$ cat src/hw/rtl/hsl2rgb_pkg.sv
// Shared types and constants for the HSL to RGB color converter.
package hsl2rgb_pkg;

    localparam int FRAC_BITS_DEF = 16;

    // Q1.16 full scale of the saturation and lightness inputs.
    localparam logic [16:0] IN_ONE = 17'h10000;
    localparam logic [7:0]  CH_MAX = 8'hFF;

    typedef struct packed {
        logic [15:0] hue;
        logic [16:0] saturation;
        logic [16:0] lightness;
    } hsl_in_t;

    typedef struct packed {
        logic [7:0]  red;
        logic [7:0]  green;
        logic [7:0]  blue;
        logic [23:0] packed_color;
    } rgb_out_t;

endpackage

$ cat src/hw/rtl/hsl_to_rgb_top.sv
// HSL to RGB converter: six-stage pipeline, one transfer per clock on each side unless m_ready stalls it.
//
//  channel | ports                      | payload
//  --------+----------------------------+--------------------------------------
//  input   | s_valid, s_ready, s_data   | hue, saturation, lightness
//  result  | m_valid, m_ready, m_data   | red, green, blue, packed_color
//
// Each item passes through the six register stages in order; a new item can
// enter every cycle while the output is not stalled, so the rate is one item per clock.
// The stages are: input conversion, l*s product and hue segment, p and d,
// the three hue products, channel value, and the scale to 0..255 (output).
// Reset (aresetn low at a clock edge) empties all stages.
// A stall on m_ready holds only the stages that are full behind the output;
// empty stages still fill, so s_ready stays high while bubbles remain.
module hsl_to_rgb_top #(
    parameter int FRAC_BITS = hsl2rgb_pkg::FRAC_BITS_DEF
) (
    input  logic                  aclk,
    input  logic                  aresetn,
    input  logic                  s_valid,
    output logic                  s_ready,
    input  hsl2rgb_pkg::hsl_in_t  s_data,
    output logic                  m_valid,
    input  logic                  m_ready,
    output hsl2rgb_pkg::rgb_out_t m_data
);

    localparam int W  = FRAC_BITS + 1;
    localparam int UP = (FRAC_BITS >= 16) ? FRAC_BITS - 16 : 0;
    localparam int DN = (FRAC_BITS < 16) ? 16 - FRAC_BITS : 0;
    localparam int XW = 17 + UP;
    localparam int HW = 16 + UP;
    localparam int LANES = 3;

    localparam logic [W-1:0] ONE     = {1'b1, {FRAC_BITS{1'b0}}};
    localparam logic [W-1:0] HALF    = ONE >> 1;
    localparam logic [W-1:0] THIRD_W = ONE / 3;
    localparam logic [FRAC_BITS-1:0] THIRD = THIRD_W[FRAC_BITS-1:0];
    localparam logic [FRAC_BITS+2:0] ONE_X  = (FRAC_BITS + 3)'(ONE);
    localparam logic [FRAC_BITS+2:0] FOUR_X = ONE_X << 2;
    localparam logic [FRAC_BITS+1:0] TWO_Y  = (FRAC_BITS + 2)'(ONE) << 1;

    // Piece of the hue function that a lane falls in.
    typedef enum logic [1:0] {
        SEG_RISE,
        SEG_TOP,
        SEG_FALL,
        SEG_BASE
    } seg_t;

    // Stage enables: a stage loads when it is empty or its successor moves.
    logic en1, en2, en3, en4, en5, en6;

    logic vld1_reg, vld2_reg, vld3_reg, vld4_reg, vld5_reg, vld6_reg;

    // Stage 1: converted inputs and hue positions.
    logic [W-1:0]         l1_reg, s1_reg, l1_next, s1_next;
    logic                 achro1_reg, achro1_next;
    logic [FRAC_BITS-1:0] t1_reg [LANES];
    logic [FRAC_BITS-1:0] t1_next [LANES];
    logic [16:0]          sat_clamp, light_clamp;
    logic [XW-1:0]        sat_x, light_x;
    logic [HW-1:0]        hue_x;
    logic [FRAC_BITS-1:0] hue_int;

    // Stage 2: l*s product and hue segment with its multiplicand.
    logic [W-1:0]   l2_reg, s2_reg, ls2_reg, ls2_next;
    logic           achro2_reg, low2_reg, low2_next;
    logic [2*W-1:0] ls_full;
    seg_t           seg2_reg [LANES];
    seg_t           seg2_next [LANES];
    logic [W-1:0]   m2_reg [LANES];
    logic [W-1:0]   m2_next [LANES];
    logic [FRAC_BITS+2:0] six_t [LANES];
    logic [FRAC_BITS+1:0] three_t [LANES];
    logic [FRAC_BITS+2:0] fall_m [LANES];

    // Stage 3: p and d = q - p.
    logic [W-1:0] p3_reg, d3_reg, p3_next, d3_next, k_diff;
    seg_t         seg3_reg [LANES];
    logic [W-1:0] m3_reg [LANES];

    // Stage 4: hue products.
    logic [W-1:0]   p4_reg, d4_reg;
    seg_t           seg4_reg [LANES];
    logic [W-1:0]   prod4_reg [LANES];
    logic [W-1:0]   prod4_next [LANES];
    logic [2*W-1:0] prod_full [LANES];

    // Stage 5: channel values in fixed point.
    logic [W-1:0] v5_reg [LANES];
    logic [W-1:0] v5_next [LANES];
    logic [W:0]   v_sum [LANES];

    // Stage 6: output register.
    hsl2rgb_pkg::rgb_out_t out_reg, out_next;
    logic [W+7:0] scaled [LANES];
    logic [W+7:0] ch_wide [LANES];
    logic [7:0]   ch [LANES];

    assign en6 = !vld6_reg || m_ready;
    assign en5 = !vld5_reg || en6;
    assign en4 = !vld4_reg || en5;
    assign en3 = !vld3_reg || en4;
    assign en2 = !vld2_reg || en3;
    assign en1 = !vld1_reg || en2;

    assign s_ready = en1;
    assign m_valid = vld6_reg;
    assign m_data  = out_reg;

    // Input conversion to FRAC_BITS fraction bits, with clamp to 1.0.
    always_comb begin
        sat_clamp   = (s_data.saturation > hsl2rgb_pkg::IN_ONE) ?
                      hsl2rgb_pkg::IN_ONE : s_data.saturation;
        light_clamp = (s_data.lightness > hsl2rgb_pkg::IN_ONE) ?
                      hsl2rgb_pkg::IN_ONE : s_data.lightness;
        sat_x   = XW'(sat_clamp) << UP;
        light_x = XW'(light_clamp) << UP;
        hue_x   = HW'(s_data.hue) << UP;
        s1_next = W'(sat_x >> DN);
        l1_next = W'(light_x >> DN);
        hue_int = FRAC_BITS'(hue_x >> DN);
        achro1_next = (s1_next == '0);
        // Offsets by one third wrap modulo one turn through the width.
        t1_next[0] = hue_int + THIRD;
        t1_next[1] = hue_int;
        t1_next[2] = hue_int - THIRD;
    end

    // Product l*s and the hue segment tests of each lane.
    always_comb begin
        ls_full   = l1_reg * s1_reg;
        ls2_next  = W'(ls_full >> FRAC_BITS);
        low2_next = (l1_reg < HALF);
        for (int i = 0; i < LANES; i++) begin
            six_t[i]   = (FRAC_BITS + 3)'(t1_reg[i]) * (FRAC_BITS + 3)'(6);
            three_t[i] = (FRAC_BITS + 2)'(t1_reg[i]) + (FRAC_BITS + 2)'({t1_reg[i], 1'b0});
            fall_m[i]  = FOUR_X - six_t[i];
            if (six_t[i] < ONE_X) begin
                seg2_next[i] = SEG_RISE;
                m2_next[i]   = six_t[i][W-1:0];
            end else if (!t1_reg[i][FRAC_BITS-1]) begin
                seg2_next[i] = SEG_TOP;
                m2_next[i]   = '0;
            end else if (three_t[i] < TWO_Y) begin
                seg2_next[i] = SEG_FALL;
                m2_next[i]   = fall_m[i][W-1:0];
            end else begin
                seg2_next[i] = SEG_BASE;
                m2_next[i]   = '0;
            end
        end
    end

    // q - l is the l*s term below half lightness and s - l*s above it,
    // so p = l - (q - l) and d = 2(q - l). The gray case forces p = l, d = 0.
    always_comb begin
        k_diff = low2_reg ? ls2_reg : (s2_reg - ls2_reg);
        if (achro2_reg) begin
            p3_next = l2_reg;
            d3_next = '0;
        end else begin
            p3_next = l2_reg - k_diff;
            d3_next = W'({k_diff, 1'b0});
        end
    end

    always_comb begin
        for (int i = 0; i < LANES; i++) begin
            prod_full[i]  = d3_reg * m3_reg[i];
            prod4_next[i] = W'(prod_full[i] >> FRAC_BITS);
        end
    end

    always_comb begin
        for (int i = 0; i < LANES; i++) begin
            case (seg4_reg[i])
                SEG_RISE: v_sum[i] = {1'b0, p4_reg} + {1'b0, prod4_reg[i]};
                SEG_TOP:  v_sum[i] = {1'b0, p4_reg} + {1'b0, d4_reg};
                SEG_FALL: v_sum[i] = {1'b0, p4_reg} + {1'b0, prod4_reg[i]};
                SEG_BASE: v_sum[i] = {1'b0, p4_reg};
                default:  v_sum[i] = {1'b0, p4_reg};
            endcase
            v5_next[i] = W'(v_sum[i]);
        end
    end

    // Times 255 as a shift and subtract, then truncate and clamp.
    always_comb begin
        for (int i = 0; i < LANES; i++) begin
            scaled[i]  = (W + 8)'({v5_reg[i], 8'h00}) - (W + 8)'(v5_reg[i]);
            ch_wide[i] = scaled[i] >> FRAC_BITS;
            ch[i]      = (ch_wide[i] > (W + 8)'(hsl2rgb_pkg::CH_MAX)) ?
                         hsl2rgb_pkg::CH_MAX : ch_wide[i][7:0];
        end
        out_next.red          = ch[0];
        out_next.green        = ch[1];
        out_next.blue         = ch[2];
        out_next.packed_color = {ch[0], ch[1], ch[2]};
    end

    always_ff @(posedge aclk) begin
        if (!aresetn) begin
            vld1_reg <= 1'b0;
            vld2_reg <= 1'b0;
            vld3_reg <= 1'b0;
            vld4_reg <= 1'b0;
            vld5_reg <= 1'b0;
            vld6_reg <= 1'b0;
        end else begin
            if (en1) vld1_reg <= s_valid;
            if (en2) vld2_reg <= vld1_reg;
            if (en3) vld3_reg <= vld2_reg;
            if (en4) vld4_reg <= vld3_reg;
            if (en5) vld5_reg <= vld4_reg;
            if (en6) vld6_reg <= vld5_reg;
        end
    end

    always_ff @(posedge aclk) begin
        if (en1) begin
            l1_reg     <= l1_next;
            s1_reg     <= s1_next;
            achro1_reg <= achro1_next;
            t1_reg     <= t1_next;
        end
        if (en2) begin
            l2_reg     <= l1_reg;
            s2_reg     <= s1_reg;
            achro2_reg <= achro1_reg;
            low2_reg   <= low2_next;
            ls2_reg    <= ls2_next;
            seg2_reg   <= seg2_next;
            m2_reg     <= m2_next;
        end
        if (en3) begin
            p3_reg   <= p3_next;
            d3_reg   <= d3_next;
            seg3_reg <= seg2_reg;
            m3_reg   <= m2_reg;
        end
        if (en4) begin
            p4_reg    <= p3_reg;
            d4_reg    <= d3_reg;
            seg4_reg  <= seg3_reg;
            prod4_reg <= prod4_next;
        end
        if (en5) begin
            v5_reg <= v5_next;
        end
        if (en6) begin
            out_reg <= out_next;
        end
    end

    // The packed color always agrees with the separate channels.
    assert property (@(posedge aclk) disable iff (!aresetn)
        m_valid |-> (m_data.packed_color == {m_data.red, m_data.green, m_data.blue}))
        else $error("packed_color does not match red, green and blue");

    // A free output stage must never block the input side.
    assert property (@(posedge aclk) disable iff (!aresetn)
        (!vld6_reg || m_ready) |-> s_ready)
        else $error("input stalled while the pipeline can advance");

    // q = p + d never exceeds one.
    assert property (@(posedge aclk) disable iff (!aresetn)
        vld3_reg |-> (({1'b0, p3_reg} + {1'b0, d3_reg}) <= {1'b0, ONE}))
        else $error("q exceeds one");

    // An accepted transfer always occupies the first stage next cycle.
    assert property (@(posedge aclk) disable iff (!aresetn)
        (s_valid && s_ready) |=> vld1_reg)
        else $error("accepted transfer lost at stage one");

endmodule
$ cat config.mk
export PLATFORM = sky130hd
export DESIGN_NAME = hsl_to_rgb_top
export DESIGN_NICKNAME = d
export VERILOG_FILES = /design/src/hw/rtl/hsl2rgb_pkg.sv /design/src/hw/rtl/hsl_to_rgb_top.sv
export SDC_FILE = /design/constraint.sdc
export NUM_CORES = 2
export LEC_CHECK = 0
export BUFFER_PORTS_ARGS = -buffer_cell sky130_fd_sc_hd__buf_2
export CAP_MARGIN = 10
export CORE_ASPECT_RATIO = 0.6
export CORE_MARGIN = 4
export CORE_UTILIZATION = 65
export CTS_BUF_LIST = sky130_fd_sc_hd__clkbuf_4 sky130_fd_sc_hd__clkbuf_8 sky130_fd_sc_hd__clkbuf_16
export DETAILED_ROUTE_END_ITERATION = 8
export PLACE_DENSITY = 0.82
export SYNTH_ARGS = -nofsm -noshare
export SYNTH_HDL_FRONTEND = slang
export SYNTH_SLANG_ARGS = --single-unit
export TNS_END_PERCENT = 1
$ cat constraint.sdc
create_clock -name aclk -period 8.7 [get_ports aclk]
set_input_delay 1.74 -clock aclk [delete_from_list [all_inputs] [get_ports aclk]]
set_output_delay 1.74 -clock aclk [all_outputs]
set_load 0.03 [all_outputs]
==> summary.txt <==
Synthesis
  – Post-Synth XOR/XNOR Area: 0.0314
  – EDFF count, synth: 441
  – Most used flip-flop cell after synthesis: edfxtp_1
  – Synth cell types: 80
  – Seq/Total Area, Yosys: 0.229
  – Compound-cell area share of the yosys netlist: 0.0796
  – Post-Synthesis Cells: 6,037
  – Async SR Flop Fraction: 0
  – Synthesized area: 58,300 µm²
  – Syn nets: 7,504
  – Mux cell area share after synthesis: 0.00445
  – Largest family of logic cells by synthesized area: adder cells
  – Adder-Cell Fraction of Synth Area: 0.407
  – Mapped Avg Cell Area: 9.65 µm²
  – Yosys warns: 0
  – Yosys reg bits: 447
  – Simple-gate share of the synthesized area: 0.159

STA
  – Final TNS setup: 0 ns
  – Slew @ Worst Pin: 1.21 ns
  – RSZ-0062 raised after global routing: false
  – Relative slew slack: 0.196
  – Fin crit share: 0.862
  – Hold Fails Final Rpt: 0
  – Fin crit period: 7.50 ns
  – Clock Skew: 0.0241 ns
  – Fin. max-slew vios: 0
  – Fmax: 0.133 GHz
  – Final setup fails: 0

Critical path
  – Critical Path AT: 7.95 ns
  – CP Launch Type: flop
  – Setup crit end kind: flop
  – Worst path required time: 9.15 ns
  – CP max FO: 28
  – CP Class: reg -> reg
  – Worst R2R Setup Slack: 1.20 ns

Global routing
  – Vias in the first global route: 43,866
  – GRT Total Usage: 0.320
  – Initial antenna violation count: 4
  – Total grt overflow: 0
  – First-pass GRT wire length: 239 mm
  – Largest net degree at the start of global routing: 73

Drt
  – Pre-Repair DR Iteration Count: 9
  – Post-route ant nets: 0
  – Drt initial violations: 3,985
  – Total Routed Length: 149 mm
  – Remaining DRCs: 0
  – Vias per cell: 5.96
  – Avg WL per Cell: 20.7 µm
  – Vias: 42,883

Floorplanning
  – Starting Density: 0.661
  – Rows: 84
  – Die X: 395 µm
  – I/O pins: 104
  – Die area: 94,600 µm²
  – Core Region: 88,200 µm²
  – Die extent in y: 240 µm

Clock tree
  – Max clock buf depth: 3
  – H-tree Lvls: 2
  – Setup Fix Bufs, Post-CTS: 0
  – Root Buffer Master: clkbuf_16
  – Worst-Skew Late Latency: 0.62 ns
  – Reg clk slew, reported paths: 0.07 ns
  – CTS resizes: 0
  – # clock sinks: 447
  – Number of clock buffers inserted by TritonCTS: 46
  – CTS tree: yes
  – Cts hold-fix bufs: 0

Status
  – Run status: finished clean

Place
  – Gp weighted congestion: 0.953
  – I/O Buffers: 103
  – Post-DP HPWL: 117 mm

Job
  – Maxcap violations: 0

Min path
  – Hold crit path type: reg -> reg

Final layout
  – Layout Nets: 7,466
  – Layout cells sized above 1: 0.0467
  – Area Growth Syn to Fin: 5.20%
  – Fillers: 6,414
-- worst max-delay path: stages, from the launching register on --
cell and delay [ns]:
edfxtp_1 0.98, buf_4 0.50, nand2_1 0.13, fa_1 0.54, inv_1 0.05, fa_1 0.48
fa_1 0.59, fa_1 0.44, fa_1 0.50, inv_1 0.05, fa_1 0.48, inv_1 0.05
ha_1 0.33, nand2_1 0.10, a2111oi_0 0.63, o21ai_0 0.35, a21oi_1 0.46, o311ai_0 0.27
and3_1 0.23, nor3_1 0.15
-- per-stage QoR --
step	instances	area, µm²	utilization	hold slack, ns	worst slack (ns)
2_1_floorplan	6037	58300	-	0.400	2.33
3_3_place_gp	7109	59700	0.677	0.401	1.50
3_5_place_dp	7109	59700	0.677	0.405	1.33
4_1_cts	7195	61200	0.695	0.408	1.30
5_1_grt	7198	61300	0.695	0.401	0.847
6_report	7200	61300	0.695	0.403	1.20
-- kinds of logic (layout without fill, tap and decap cells) --
logic type	after synthesis	count (layout)
simple gates	1873	1873
flops	447	447
buf+inv	1353	1353
xor+xnor	206	206
mux	25	25
other cells	0	2
fa+ha+maj	1413	1413
compound gates	720	720
-- final timing paths --
kind | endpoint | depth (start not counted) | start
worst max-delay path | prod4_reg[14] | 19 | d3_reg[9]
worst min-delay path | p4_reg[12] | 0 | p3_reg[12]
worst max register to register | prod4_reg[14] | 19 | d3_reg[9]
worst min register to register | p4_reg[12] | 0 | p3_reg[12]
-- placed cells by master, fill, tap and decap left out, types with 89 or more instances in the layout --
cell type  netlist  layout
nor2_1         227     227
nand2_1        712     710
edfxtp_1       441     441
buf_2            2     104
xnor2_1        138     138
and2_1         523     523
fa_1           806     806
nor3_1          89      89
a21oi_1        192     192
o21ai_0        150     150
inv_1         1112    1110
ha_1           607     607
-- cells in the mapped netlist, types with 10 or more instances --
library cell / instances / area share
a21o_1: 56 / 0.0072
o21ai_0: 150 / 0.013
fa_1: 806 / 0.28
nand2_1: 712 / 0.046
o21bai_1: 11 / 0.0014
o211ai_1: 28 / 0.0036
a41oi_1: 10 / 0.0015
a211oi_1: 35 / 0.0045
and2_1: 523 / 0.056
and3_1: 33 / 0.0035
buf_4: 24 / 0.0031
a31oi_1: 11 / 0.0012
nand2b_1: 28 / 0.0030
clkbuf_1: 208 / 0.013
nor2b_1: 62 / 0.0067
o22ai_1: 14 / 0.0015
a211o_1: 18 / 0.0027
nor4_1: 24 / 0.0026
o31ai_1: 29 / 0.0037
ha_1: 607 / 0.13
or2_2: 13 / 0.0014
edfxtp_1: 441 / 0.23
nand3_1: 61 / 0.0052
xor2_1: 66 / 0.0099
o31a_1: 11 / 0.0017
a21oi_1: 192 / 0.016
o21a_1: 65 / 0.0084
mux2i_1: 18 / 0.0031
nand4_1: 23 / 0.0025
inv_1: 1112 / 0.072
nor2_1: 227 / 0.015
xnor2_1: 138 / 0.021
o21ai_1: 21 / 0.0018
nor3_1: 89 / 0.0076
or3_1: 33 / 0.0035
nand3b_1: 10 / 0.0013
-- final cells by class --
class	count	area, µm²	area share
multi-input combinational	4237	39800	0.649
sequential	447	13400	0.218
inverter	1112	4180	0.0681
tap	1161	1450	0.0237
clock buffer	52	1230	0.0201
timing repair buffer	155	948	0.0155
clock inverter	34	364	0.00594
antenna	2	5.00	0.0000817
-- routing by layer --
layer / global-route usage / part of all wire / wire length [µm]
met3: 0.109 / 0.14 / 20600
met1: 0.470 / 0.42 / 63000
met5: 0.000992 / 0.00020 / 30
met2: 0.457 / 0.41 / 61100
met4: 0.0811 / 0.027 / 4000
Power is not shown: default switching activity piles up to over one toggle a cycle in this logic, so the estimate is an artifact.
